==> src/rtl/dssm_pkg.sv <==
package dssm_pkg;

  localparam int DEPTH      = 64;
  localparam int DATA_WIDTH = 32;
  localparam int ADDR_W     = $clog2(DEPTH);
  localparam int CNT_W      = $clog2(DEPTH + 1);
  localparam int CAP_W      = 7;
  localparam int ITEM_W     = 32;

  typedef logic [1:0]            cmd_t;
  typedef logic [2:0]            status_t;
  typedef logic [CNT_W-1:0]      cnt_t;
  typedef logic [ADDR_W-1:0]     addr_t;
  typedef logic [DATA_WIDTH-1:0] word_t;
  typedef logic signed [ITEM_W-1:0] item_t;

  localparam cmd_t CMD_PUSH    = 2'd0;
  localparam cmd_t CMD_POP     = 2'd1;
  localparam cmd_t CMD_DISPLAY = 2'd2;
  localparam cmd_t CMD_INVALID = 2'd3;

  localparam status_t ST_OK        = 3'd0;
  localparam status_t ST_OVERFLOW  = 3'd1;
  localparam status_t ST_UNDERFLOW = 3'd2;
  localparam status_t ST_EMPTY     = 3'd3;
  localparam status_t ST_INVALID   = 3'd4;

  // An item is kept in the low DATA_WIDTH bits of an entry.
  function automatic word_t to_word(item_t item);
    return DATA_WIDTH'(unsigned'(item));
  endfunction

  // An entry reads back sign-extended from DATA_WIDTH bits, cut to the item width.
  function automatic item_t from_word(word_t w);
    return ITEM_W'(signed'(w));
  endfunction

  // A written capacity of zero means one entry; anything above DEPTH means DEPTH.
  function automatic cnt_t clamp_capacity(logic [CAP_W-1:0] v);
    logic [CAP_W-1:0] c;
    c = v;
    if (c == '0) begin
      c = CAP_W'(1);
    end else if (c > CAP_W'(DEPTH)) begin
      c = CAP_W'(DEPTH);
    end
    return CNT_W'(c);
  endfunction

endpackage

==> src/rtl/dssm_if.sv <==
interface dssm_req_if;
  logic                 valid;
  logic                 ready;
  dssm_pkg::cmd_t       cmd;
  logic                 stack_select;
  dssm_pkg::item_t      push_value;

  modport source (output valid, cmd, stack_select, push_value, input ready);
  modport sink   (input valid, cmd, stack_select, push_value, output ready);
endinterface

interface dssm_rsp_if;
  logic                 valid;
  logic                 ready;
  dssm_pkg::status_t    status;
  dssm_pkg::item_t      value;
  logic                 last;

  modport source (output valid, status, value, last, input ready);
  modport sink   (input valid, status, value, last, output ready);
endinterface

interface dssm_cfg_if;
  logic                 valid;
  logic                 ready;
  logic [6:0]           capacity;

  modport source (output valid, capacity, input ready);
  modport sink   (input valid, capacity, output ready);
endinterface

==> src/rtl/dual_stack_shared_memory.sv <==
// Push, invalid: result in the cycle after the request; one request per cycle if unstalled.
// Pop: the result goes through the registered memory read, then the output register.
// Display of n elements: one element per cycle, unless stalled, from the single read port.
// A stalled result holds its output register and the next request waits for it.
// Reset empties both stacks and sets the capacity to DEPTH; memory contents are not cleared.
module dual_stack_shared_memory (
  input  logic            clk,
  input  logic            rst,
  dssm_req_if.sink        req,
  dssm_rsp_if.source      rsp,
  dssm_cfg_if.sink        cfg
);
  import dssm_pkg::*;

  localparam logic [1:0] S_IDLE = 2'd0;
  localparam logic [1:0] S_POP  = 2'd1;
  localparam logic [1:0] S_DISP = 2'd2;

  word_t store [DEPTH];
  word_t rdata;

  logic [1:0] state, state_next;
  cnt_t       count_a, count_a_next;
  cnt_t       count_b, count_b_next;
  cnt_t       capacity;
  cnt_t       disp_left, disp_left_next;
  addr_t      disp_ptr, disp_ptr_next;
  logic       disp_b, disp_b_next;

  logic       rsp_valid, rsp_valid_next;
  status_t    rsp_status, rsp_status_next;
  item_t      rsp_value, rsp_value_next;
  logic       rsp_last, rsp_last_next;

  logic       rd_en, wr_en;
  addr_t      rd_addr, wr_addr;
  word_t      wr_data;

  logic       out_free, req_fire, cfg_fire;
  logic [CNT_W:0] fill;

  assign out_free  = !rsp_valid || rsp.ready;
  assign req.ready = (state == S_IDLE) && out_free;
  assign cfg.ready = 1'b1;
  assign req_fire  = req.valid && req.ready;
  assign cfg_fire  = cfg.valid;
  assign fill      = (CNT_W+1)'(count_a) + (CNT_W+1)'(count_b);

  assign rsp.valid  = rsp_valid;
  assign rsp.status = rsp_status;
  assign rsp.value  = rsp_value;
  assign rsp.last   = rsp_last;

  always_comb begin
    state_next      = state;
    count_a_next    = count_a;
    count_b_next    = count_b;
    disp_left_next  = disp_left;
    disp_ptr_next   = disp_ptr;
    disp_b_next     = disp_b;
    rsp_valid_next  = rsp_valid && !rsp.ready;
    rsp_status_next = rsp_status;
    rsp_value_next  = rsp_value;
    rsp_last_next   = rsp_last;
    rd_en           = 1'b0;
    rd_addr         = disp_ptr;
    wr_en           = 1'b0;
    wr_addr         = count_a[ADDR_W-1:0];
    wr_data         = to_word(req.push_value);

    case (state)
      S_IDLE: begin
        if (req_fire) begin
          rsp_value_next = '0;
          rsp_last_next  = 1'b1;
          rsp_status_next = ST_OK;
          case (req.cmd)
            CMD_PUSH: begin
              rsp_valid_next = 1'b1;
              if (fill >= (CNT_W+1)'(capacity)) begin
                rsp_status_next = ST_OVERFLOW;
              end else if (req.stack_select) begin
                wr_en        = 1'b1;
                wr_addr      = ADDR_W'(capacity - count_b - CNT_W'(1));
                count_b_next = count_b + CNT_W'(1);
              end else begin
                wr_en        = 1'b1;
                wr_addr      = count_a[ADDR_W-1:0];
                count_a_next = count_a + CNT_W'(1);
              end
            end
            CMD_POP: begin
              if (req.stack_select ? (count_b == '0) : (count_a == '0)) begin
                rsp_valid_next  = 1'b1;
                rsp_status_next = ST_UNDERFLOW;
              end else begin
                rd_en = 1'b1;
                if (req.stack_select) begin
                  rd_addr      = ADDR_W'(capacity - count_b);
                  count_b_next = count_b - CNT_W'(1);
                end else begin
                  rd_addr      = ADDR_W'(count_a - CNT_W'(1));
                  count_a_next = count_a - CNT_W'(1);
                end
                state_next = S_POP;
              end
            end
            CMD_DISPLAY: begin
              if (req.stack_select ? (count_b == '0) : (count_a == '0)) begin
                rsp_valid_next  = 1'b1;
                rsp_status_next = ST_EMPTY;
              end else begin
                // Read the first element now; the rest follow one per emitted result.
                rd_en       = 1'b1;
                disp_b_next = req.stack_select;
                if (req.stack_select) begin
                  rd_addr        = ADDR_W'(capacity - CNT_W'(1));
                  disp_ptr_next  = ADDR_W'(capacity - CNT_W'(2));
                  disp_left_next = count_b;
                end else begin
                  rd_addr        = '0;
                  disp_ptr_next  = ADDR_W'(1);
                  disp_left_next = count_a;
                end
                state_next = S_DISP;
              end
            end
            default: begin
              rsp_valid_next  = 1'b1;
              rsp_status_next = ST_INVALID;
            end
          endcase
        end
      end
      S_POP: begin
        if (out_free) begin
          rsp_valid_next  = 1'b1;
          rsp_status_next = ST_OK;
          rsp_value_next  = from_word(rdata);
          rsp_last_next   = 1'b1;
          state_next      = S_IDLE;
        end
      end
      S_DISP: begin
        // The read data register holds the next element until it can be emitted.
        if (out_free) begin
          rsp_valid_next  = 1'b1;
          rsp_status_next = ST_OK;
          rsp_value_next  = from_word(rdata);
          rsp_last_next   = (disp_left == CNT_W'(1));
          disp_left_next  = disp_left - CNT_W'(1);
          if (disp_left == CNT_W'(1)) begin
            state_next = S_IDLE;
          end else begin
            rd_en         = 1'b1;
            rd_addr       = disp_ptr;
            disp_ptr_next = disp_b ? disp_ptr - ADDR_W'(1) : disp_ptr + ADDR_W'(1);
          end
        end
      end
      default: begin
        state_next = S_IDLE;
      end
    endcase

    // Writing the capacity empties both stacks.
    if (cfg_fire) begin
      count_a_next = '0;
      count_b_next = '0;
    end
  end

  always_ff @(posedge clk) begin
    if (wr_en) begin
      store[wr_addr] <= wr_data;
    end
    if (rd_en) begin
      rdata <= store[rd_addr];
    end
  end

  always_ff @(posedge clk) begin
    if (rst) begin
      state     <= S_IDLE;
      count_a   <= '0;
      count_b   <= '0;
      capacity  <= CNT_W'(DEPTH);
      rsp_valid <= 1'b0;
    end else begin
      state     <= state_next;
      count_a   <= count_a_next;
      count_b   <= count_b_next;
      rsp_valid <= rsp_valid_next;
      if (cfg_fire) begin
        capacity <= clamp_capacity(cfg.capacity);
      end
    end
  end

  always_ff @(posedge clk) begin
    disp_left  <= disp_left_next;
    disp_ptr   <= disp_ptr_next;
    disp_b     <= disp_b_next;
    rsp_status <= rsp_status_next;
    rsp_value  <= rsp_value_next;
    rsp_last   <= rsp_last_next;
  end

  a_fill_within_capacity: assert property (@(posedge clk) disable iff (rst)
    fill <= (CNT_W+1)'(capacity))
    else $error("stacks hold more entries than the capacity");

  a_display_has_elements: assert property (@(posedge clk) disable iff (rst)
    (state == S_DISP) |-> (disp_left != '0))
    else $error("display running with no element left");

  a_pop_reads_memory: assert property (@(posedge clk) disable iff (rst)
    (req_fire && req.cmd == CMD_POP && state_next == S_POP) |=> (state == S_POP && !rsp_valid))
    else $error("pop did not wait for its memory read");

  a_display_ends_on_last: assert property (@(posedge clk) disable iff (rst)
    (state == S_DISP && out_free && disp_left == CNT_W'(1)) |=> (state == S_IDLE && rsp_last))
    else $error("display did not end on its last element");

endmodule

==> src/flat_wrapper.sv <==
// flat-port wrapper written by rule: the top's interface ports become plain ports
module dual_stack_shared_memory_flat import dssm_pkg::*;
  (clk, rst, req_valid, req_cmd, req_stack_select, req_push_value, req_ready, rsp_valid, rsp_status, rsp_value, rsp_last, rsp_ready, cfg_valid, cfg_capacity, cfg_ready);
  dssm_req_if req_i ();
  dssm_rsp_if rsp_i ();
  dssm_cfg_if cfg_i ();
  input  logic clk;
  input  logic rst;
  input wire logic [$bits(req_i.valid)-1:0] req_valid;
  input wire logic [$bits(req_i.cmd)-1:0] req_cmd;
  input wire logic [$bits(req_i.stack_select)-1:0] req_stack_select;
  input wire logic [$bits(req_i.push_value)-1:0] req_push_value;
  output wire logic [$bits(req_i.ready)-1:0] req_ready;
  output wire logic [$bits(rsp_i.valid)-1:0] rsp_valid;
  output wire logic [$bits(rsp_i.status)-1:0] rsp_status;
  output wire logic [$bits(rsp_i.value)-1:0] rsp_value;
  output wire logic [$bits(rsp_i.last)-1:0] rsp_last;
  input wire logic [$bits(rsp_i.ready)-1:0] rsp_ready;
  input wire logic [$bits(cfg_i.valid)-1:0] cfg_valid;
  input wire logic [$bits(cfg_i.capacity)-1:0] cfg_capacity;
  output wire logic [$bits(cfg_i.ready)-1:0] cfg_ready;
  assign req_i.valid = req_valid;
  assign req_i.cmd = req_cmd;
  assign req_i.stack_select = req_stack_select;
  assign req_i.push_value = req_push_value;
  assign req_ready = req_i.ready;
  assign rsp_valid = rsp_i.valid;
  assign rsp_status = rsp_i.status;
  assign rsp_value = rsp_i.value;
  assign rsp_last = rsp_i.last;
  assign rsp_i.ready = rsp_ready;
  assign cfg_i.valid = cfg_valid;
  assign cfg_i.capacity = cfg_capacity;
  assign cfg_ready = cfg_i.ready;
  dual_stack_shared_memory u_core (.clk(clk), .rst(rst), .req(req_i), .rsp(rsp_i), .cfg(cfg_i));
endmodule
==> config.mk <==
export PLATFORM = sky130hd
export DESIGN_NAME = dual_stack_shared_memory_flat
export DESIGN_NICKNAME = d
export VERILOG_FILES = /design/src/rtl/dssm_pkg.sv /design/src/rtl/dssm_if.sv /design/src/rtl/dual_stack_shared_memory.sv /design/src/flat_wrapper.sv
export SDC_FILE = /design/constraint.sdc
export NUM_CORES = 2
export LEC_CHECK = 0
export ABC_AREA = 1
export BUFFER_PORTS_ARGS = -buffer_cell sky130_fd_sc_hd__buf_2
export CAP_MARGIN = 30
export CORE_MARGIN = 3
export CORE_UTILIZATION = 62
export DETAILED_ROUTE_END_ITERATION = 6
export PLACE_DENSITY = 0.75
export REMOVE_ABC_BUFFERS = 1
export SLEW_MARGIN = 20
export SYNTH_ARGS = -nofsm -noshare
export SYNTH_HDL_FRONTEND = slang
export SYNTH_SLANG_ARGS = --single-unit
==> constraint.sdc <==
create_clock -name clk -period 12.2 [get_ports clk]
set_input_delay 1.22 -clock clk [delete_from_list [all_inputs] [get_ports clk]]
set_output_delay 1.22 -clock clk [all_outputs]
set_load 0.05 [all_outputs]
=== After elaboration in Yosys (flattened, before gate mapping) ===
Memories as Yosys holds them, arrays and structs flattened. A register that Yosys moved wholly into a read port is not among the register bits.
Index checks and enable logic that the tools add are counted.

* Register bits: 74
* Logic and storage cells: 153
* Input port bits: 47
* Memories kept: 1
* Bits in writable memories: 2048
* Output and inout bits: 39

* Add/subtract/negate cells: 12
* Equal/unequal tests: 22
* Mux-type cells: 78
* Order comparisons: 2
* Reduce and logical (&&, ||, !) cells: 26
* Bitwise logic cells: 1

{| class="wikitable"
|+ Memory list
! name !! depth !! width !! read ports !! clocked after Yosys merged registers in !! write ports !! line !! text
|-
| u_core.store || 64 || 32 || 1 || 1 || 1 || dual_stack_shared_memory.sv:19 || <nowiki>word_t store [DEPTH];</nowiki>
|}

{| class="wikitable"
|+ Operators by type and width
! operator !! number
|-
| $mux 6 || 18
|-
| $mux 7 || 15
|-
| $mux 32 || 2
|-
| $pmux 32 s2 || 1
|-
| $pmux 7 s2 || 3
|-
| $pmux 6 s2 || 2
|-
| $logic_not 7->1 || 3
|-
| $reduce_and 7->1 || 3
|-
| $sub 7x1->7 const B || 3
|-
| $mux 1 || 20
|-
| $ne 2x2->1 const B || 9
|-
| $sub 6x1->6 const B || 3
|-
| $mux 2 || 8
|-
| $add 7x1->7 const B || 2
|-
| $ne 2x1->1 const B || 5
|-
| $ne 3x3->1 const B || 3
|-
| $pmux 3 s3 || 1
|-
| $add 7x7->8 || 1
|-
| $ge 8x7->1 || 1
|-
| $reduce_and 4->1 || 2
|-
| $eq 7x1->1 const B || 1
|-
| $gt 7x7->1 const B || 1
|-
| $add 6x1->6 const B || 1
|-
| $mux 3 || 2
|-
| other kinds (20) || 31
|}

=== Logic depth before layout (Yosys ltp) ===
* Depth in word-level cells: 8
* Gate-level depth with buffers: 21
* Gate-level depth less buffers: 19

=== Worst setup path after synthesis ===
OpenSTA, ideal clock, no wires.

* Path kind: register to register
* Start point: register u_core.count_b[0]
* End point: memory u_core.store[32][0] (netlist bit) (enable)
* Buffers on the path: 0
* Slack: 7.516 ns
* Clock period less this slack: 4.684 ns
* Required time: 11.779 ns
* Setup time: 0.421 ns
* Arrival time: 4.263 ns
* Cell stages (with the launch flop): 19
* Path through: dfxtp_1 -> ha_1 -> fa_1 -> a21oi_1 -> o21bai_1 -> nand2_1 -> nand2_1 -> a21oi_1 -> xnor2_1 -> ha_1 -> nand3_1 -> o21ai_1 -> nor2_2 -> nand3_2 -> o21ai_0 -> inv_1 -> nor2_1 -> nand2_2 -> nor2_1

* Cells in the longest elaborated chain, start to end: 8

{| class="wikitable"
|+ RTL lines
! element !! line !! text
|-
| start: declaration || dual_stack_shared_memory.sv:24 || <nowiki>cnt_t count_b, count_b_next;</nowiki>
|-
| start signal: assignment || dual_stack_shared_memory.sv:192 || <nowiki>count_b <= count_b_next;</nowiki>
|-
| $add 7x7->8 || dual_stack_shared_memory.sv:47 || <nowiki>assign fill = (CNT_W+1)'(count_a) + (CNT_W+1)'(count_b);</nowiki>
|-
| $ge 8x7->1 || dual_stack_shared_memory.sv:80 || <nowiki>if (fill >= (CNT_W+1)'(capacity)) begin</nowiki>
|-
| $mux 1 || dual_stack_shared_memory.sv:80 ||
|-
| $mux 1 || dual_stack_shared_memory.sv:77 || <nowiki>case (req.cmd)</nowiki>
|-
| $mux 1 || dual_stack_shared_memory.sv:73 || <nowiki>if (req_fire) begin</nowiki>
|-
| $mux 1 || dual_stack_shared_memory.sv:71 || <nowiki>case (state)</nowiki>
|-
| $mux 1 || dual_stack_shared_memory.sv:174 || <nowiki>if (wr_en) begin</nowiki>
|-
| $mux 1 (not written as such) || dual_stack_shared_memory.sv:175 || <nowiki>store[wr_addr] <= wr_data;</nowiki>
|-
| end: declaration || dual_stack_shared_memory.sv:19 ||
|}

Parallel ways exist; a longest one is shown, timed or not.

=== Worst setup path in the final report ===
* Start point: register u_core.count_a[0]
* End point: memory u_core.store[41][0] (netlist bit) (enable)

* Cells in the longest elaborated chain, start to end: 8

{| class="wikitable"
|+ RTL lines
! element !! line !! text
|-
| start: declaration || dual_stack_shared_memory.sv:23 || <nowiki>cnt_t count_a, count_a_next;</nowiki>
|-
| start signal: assignment || dual_stack_shared_memory.sv:191 || <nowiki>count_a <= count_a_next;</nowiki>
|-
| $add 7x7->8 || dual_stack_shared_memory.sv:47 ||
|-
| $ge 8x7->1 || dual_stack_shared_memory.sv:80 ||
|-
| $mux 1 || dual_stack_shared_memory.sv:80 ||
|-
| $mux 1 || dual_stack_shared_memory.sv:77 ||
|-
| $mux 1 || dual_stack_shared_memory.sv:73 ||
|-
| $mux 1 || dual_stack_shared_memory.sv:71 ||
|-
| $mux 1 || dual_stack_shared_memory.sv:174 ||
|-
| $mux 1 (not written as such) || dual_stack_shared_memory.sv:175 ||
|}

Parallel ways exist; a longest one is shown, timed or not.

==> metrics.md <==
| Metric | Value |
|---|---|
| Maximum level of the CTS H-tree | 4 |
| Seq cells post-synth | 2154 |
| Reg2reg path depth | 19 |
| Die area | 154000 um^2 |
| Critical Path Start | u_core.count_a[0] |
| Num CTS Buffers | ~210 |
| Register area | ~64000 um^2 |
| Peak supply drop | 0.000171 V |
| Vias post-DR | 66600 |
| CTS Sinks | 2154 |
| Count of flip-flops with a built-in enable after synthesis | 2130 |
| TritonCTS clock tree | done |
| Share of cells above drive strength 1 | 0.0742 |
| P&R area growth vs syn | 8.94% |
| Die width | 393 um |
| Nets@finish | 8436 |
| Setup tns final | 0 ns |
| Crit end category | flip-flop |
| Most used cell, CP | nand2_1 |
| Port bufs | 84 |
| Min-Delay Path Class | flip-flop to flip-flop |
| # fillers | 10200 |
| DP Worst Slack | 5.57 ns |
| CTS hold repair buffers | 0 |
| Register-to-Register Setup Slack | 6.04 ns |
| Clock Latency Late Sink | 0.87 ns |
| Delay-heaviest family, CP | simple AND/OR/NAND/NOR gates |
| Setup violations, final | 0 |
| Min cycle time layout | 6.16 ns |
| Antenna Violating Nets Remaining | 0 |
| WP buf/inv | 2 |
| WL per Instance | 25.8 um |
| Reg-to-reg endpoint | u_core.store[41][0] |
| CP Launch Type | flip-flop |
| Drt first-iter violations | 10900 |
| FP Rows | 141 |
| Via density | 6.38 |
| Hold Vio Cnt, Final | 0 |
| Most frequent cells in the layout | nand2_1, edfxtp_1, nand3_1 |
| Max clock buf depth | 3 |
| Postcts setup bufs | 0 |
| Synth top area cells | edfxtp_1, nand2_1, nand3_1, buf_2, inv_1 |
| Relative slew slack | 0.0635 |
| Cell Area, Synth | between 90000 and 100000 um^2 |
| Unrepaired setup endpoints after global routing | false |
| Max Cap Viol | 0 |
| Fmax | 162 MHz |
| Tightest Pin Transition | 1.40 ns |
| Post-synth cell types | 48 |
| DP HPWL | 136000 um |
| Core Box Area | 148000 um^2 |
| Data required, critical path | 12.70 ns |
| Max Slew Vio Count | 0 |
| Cell taking the most area after synthesis | edfxtp_1 |
| Vias in the first global route | 62500 |
| Final WL | 270000 um |
| Leak Pwr | 38.9 nW |
| Pre-antenna DRT Iters | 7 |
| First-pass GRT wire length | 397000 um |
| I/O pin count | 86 |
| Cell Chain, Critical Path | ha_1 -> fa_1 -> a21oi_1 -> o21bai_1 -> nand2_1 -> nand2_1 -> a21oi_1 -> xnor2_1 -> ha_1 -> nand3_1 -> o21ai_1 -> nor2_2 -> nand3_1 -> inv_1 -> nand2_1 -> nand2_1 -> nand4_1 -> nor2_4 -> buf_4 |
| Multi-input gate area | 25000 um^2 |
| Gr ovfl total | 0 |
| Clock Skew | 0.0603 ns |
| Die Height | between 300 and 400 um |
| Critical path peak fanout | 17 |
| R2R Path Start | u_core.count_a[0] |
| Crit Path Class | flip-flop to flip-flop |
| Final setup margin | 6.04 ns |
| Avg Inst Size Synth | 11.0 um^2 |
| Pwr dens | 194 nW/um^2 |
| Crit path largest cell delay | 0.97 ns |
| Top-area cell type share of the netlist area | 0.689 |
| Post-CTS sizing | 0 |
| Gpl congestion | 0.893 |
| Post-synthesis sequential area ratio | 0.695 |
| Global Route Usage Sum | 0.346 |
| Most common cell after layout, fill and taps aside | nand2_1 |
| DRC | 0 |
| Crit path to | u_core.store[41][0] |
| Initial Utilization | 0.626 |
| CP Depth | 19 |
| Antenna violations before repair | 13 |
| Root Buffer | clkbuf_16 |
| Outcome | finished, final reports clean |
| CP Data Arrival Time | 6.66 ns |
| Asr flop ratio synth | 0 |
| Largest net degree at the start of global routing | ~210 |
| Clock slew at reported path FFs | approximately 0.07 ns |
| Ratio of final minimum period to clock period | 0.505 |
| Slowest CP cell | nor2_4 |
| Primary FF master, synth | edfxtp_1 |
| Cells after synthesis | 8449 |
| Number of synthesis warnings | 0 |
[worst min-delay path by stage]
stage	startpoint	endpoint	slack (ns)	cells past startpoint
finish	u_core.capacity[6]	u_core.capacity[6]	0.48	2
global route	u_core.capacity[6]	u_core.capacity[6]	0.51	2
CTS	u_core.capacity[6]	u_core.capacity[6]	0.49	2
detailed placement	u_core.capacity[6]	u_core.capacity[6]	0.48	2
global placement	u_core.capacity[6]	u_core.capacity[6]	0.46	2
floorplan	u_core.capacity[6]	u_core.capacity[6]	0.44	2
[cells by family (layout without fill, tap and decap cells)]
group | after synthesis | in the layout | share of synthesized area
adder cells (fa/ha/maj) | 48 | 48 | 0.00680
AND/OR/NAND/NOR | 5319 | 5319 | 0.243
AO/OA/AOI/OAI | 164 | 164 | 0.0105
XOR/XNOR | 29 | 29 | 0.00274
buffers and inverters | 734 | 792 | 0.0422
flip-flops | 2154 | 2154 | 0.695
other | 1 | 5 | 0.0000404
[per-stage QoR]
step	hold WS, ns	instances	total power [mW]	cell area, um^2	utilization
after CTS	0.487	10400	19.4	101000	0.681
final	0.480	10400	19.6	101000	0.682
after detailed placement	0.479	10100	13.3	94400	0.637
after floorplan	0.438	7878	11.9	89500	-
after global routing	0.512	10400	20.2	101000	0.682
after global placement	0.457	10000	13.2	94200	0.635
[power breakdown]
group | switching, mW | internal [mW]
combinational | 3.68 | 1.19
clock | 2.78 | 3.49
sequential | 0.103 | 8.33
[worst min-delay path, delay by kind of cell, from the launching register on]
kind	cells	cell delay, ns
AOI/OAI and AO/OA	1	0.06
buffers and inverters	1	0.07
DFF	1	0.31
[synthesized netlist by cell type (2+ instances only)]
cell type and instances:
o21ai_1 6, dfxtp_1 24, a211oi_1 4, nand3_2 4, nor2_1 119, nand3_1 1977
a221oi_1 2, and2_1 2, a21oi_2 2, a21oi_1 47, or2_2 2, o21ai_0 49
buf_6 49, inv_1 159, a31oi_1 2, o21a_1 2, nand2_1 3184, inv_2 3
buf_2 383, o22ai_1 10, nand2_2 7, o211ai_1 34, xor2_1 17, nand4_1 6
nand2_4 3, buf_1 21, clkbuf_1 37, fa_1 4, edfxtp_1 2130, buf_4 79
nor3_1 10, ha_1 44, xnor2_1 12
[per-layer routing]
metal  up-vias  global-route usage  wire (um)
met1     31700               0.472      95900
met5         -                   0         60
met4        10               0.159      12700
met2      4952               0.530     124000
met3       813              0.0870      37500
li1      29100                   -          -
[final cells by class]
cell class                 instances  area share
sequential                      2154       0.638
multi-input combinational       5561       0.248
tap                             1930      0.0239
timing repair buffer             253      0.0198
clock buffer                     248      0.0533
antenna                            4   0.0000990
clock inverter                   128      0.0115
inverter                         163     0.00635
[sequential cells by signal, indices dropped and copies added (netlist names)]
name,cells
u_core.rdata,32
u_core.disp_ptr,6
u_core.disp_b,1
u_core.count_b,7
u_core.rsp.valid,1
u_core.count_a,7
u_core.rsp.status,3
u_core.disp_left,7
u_core.rsp.value,32
u_core.rsp.last,1
u_core.store,2048
u_core.state,2
u_core.capacity,7
Note: power is estimated with default switching activity, not from simulation.
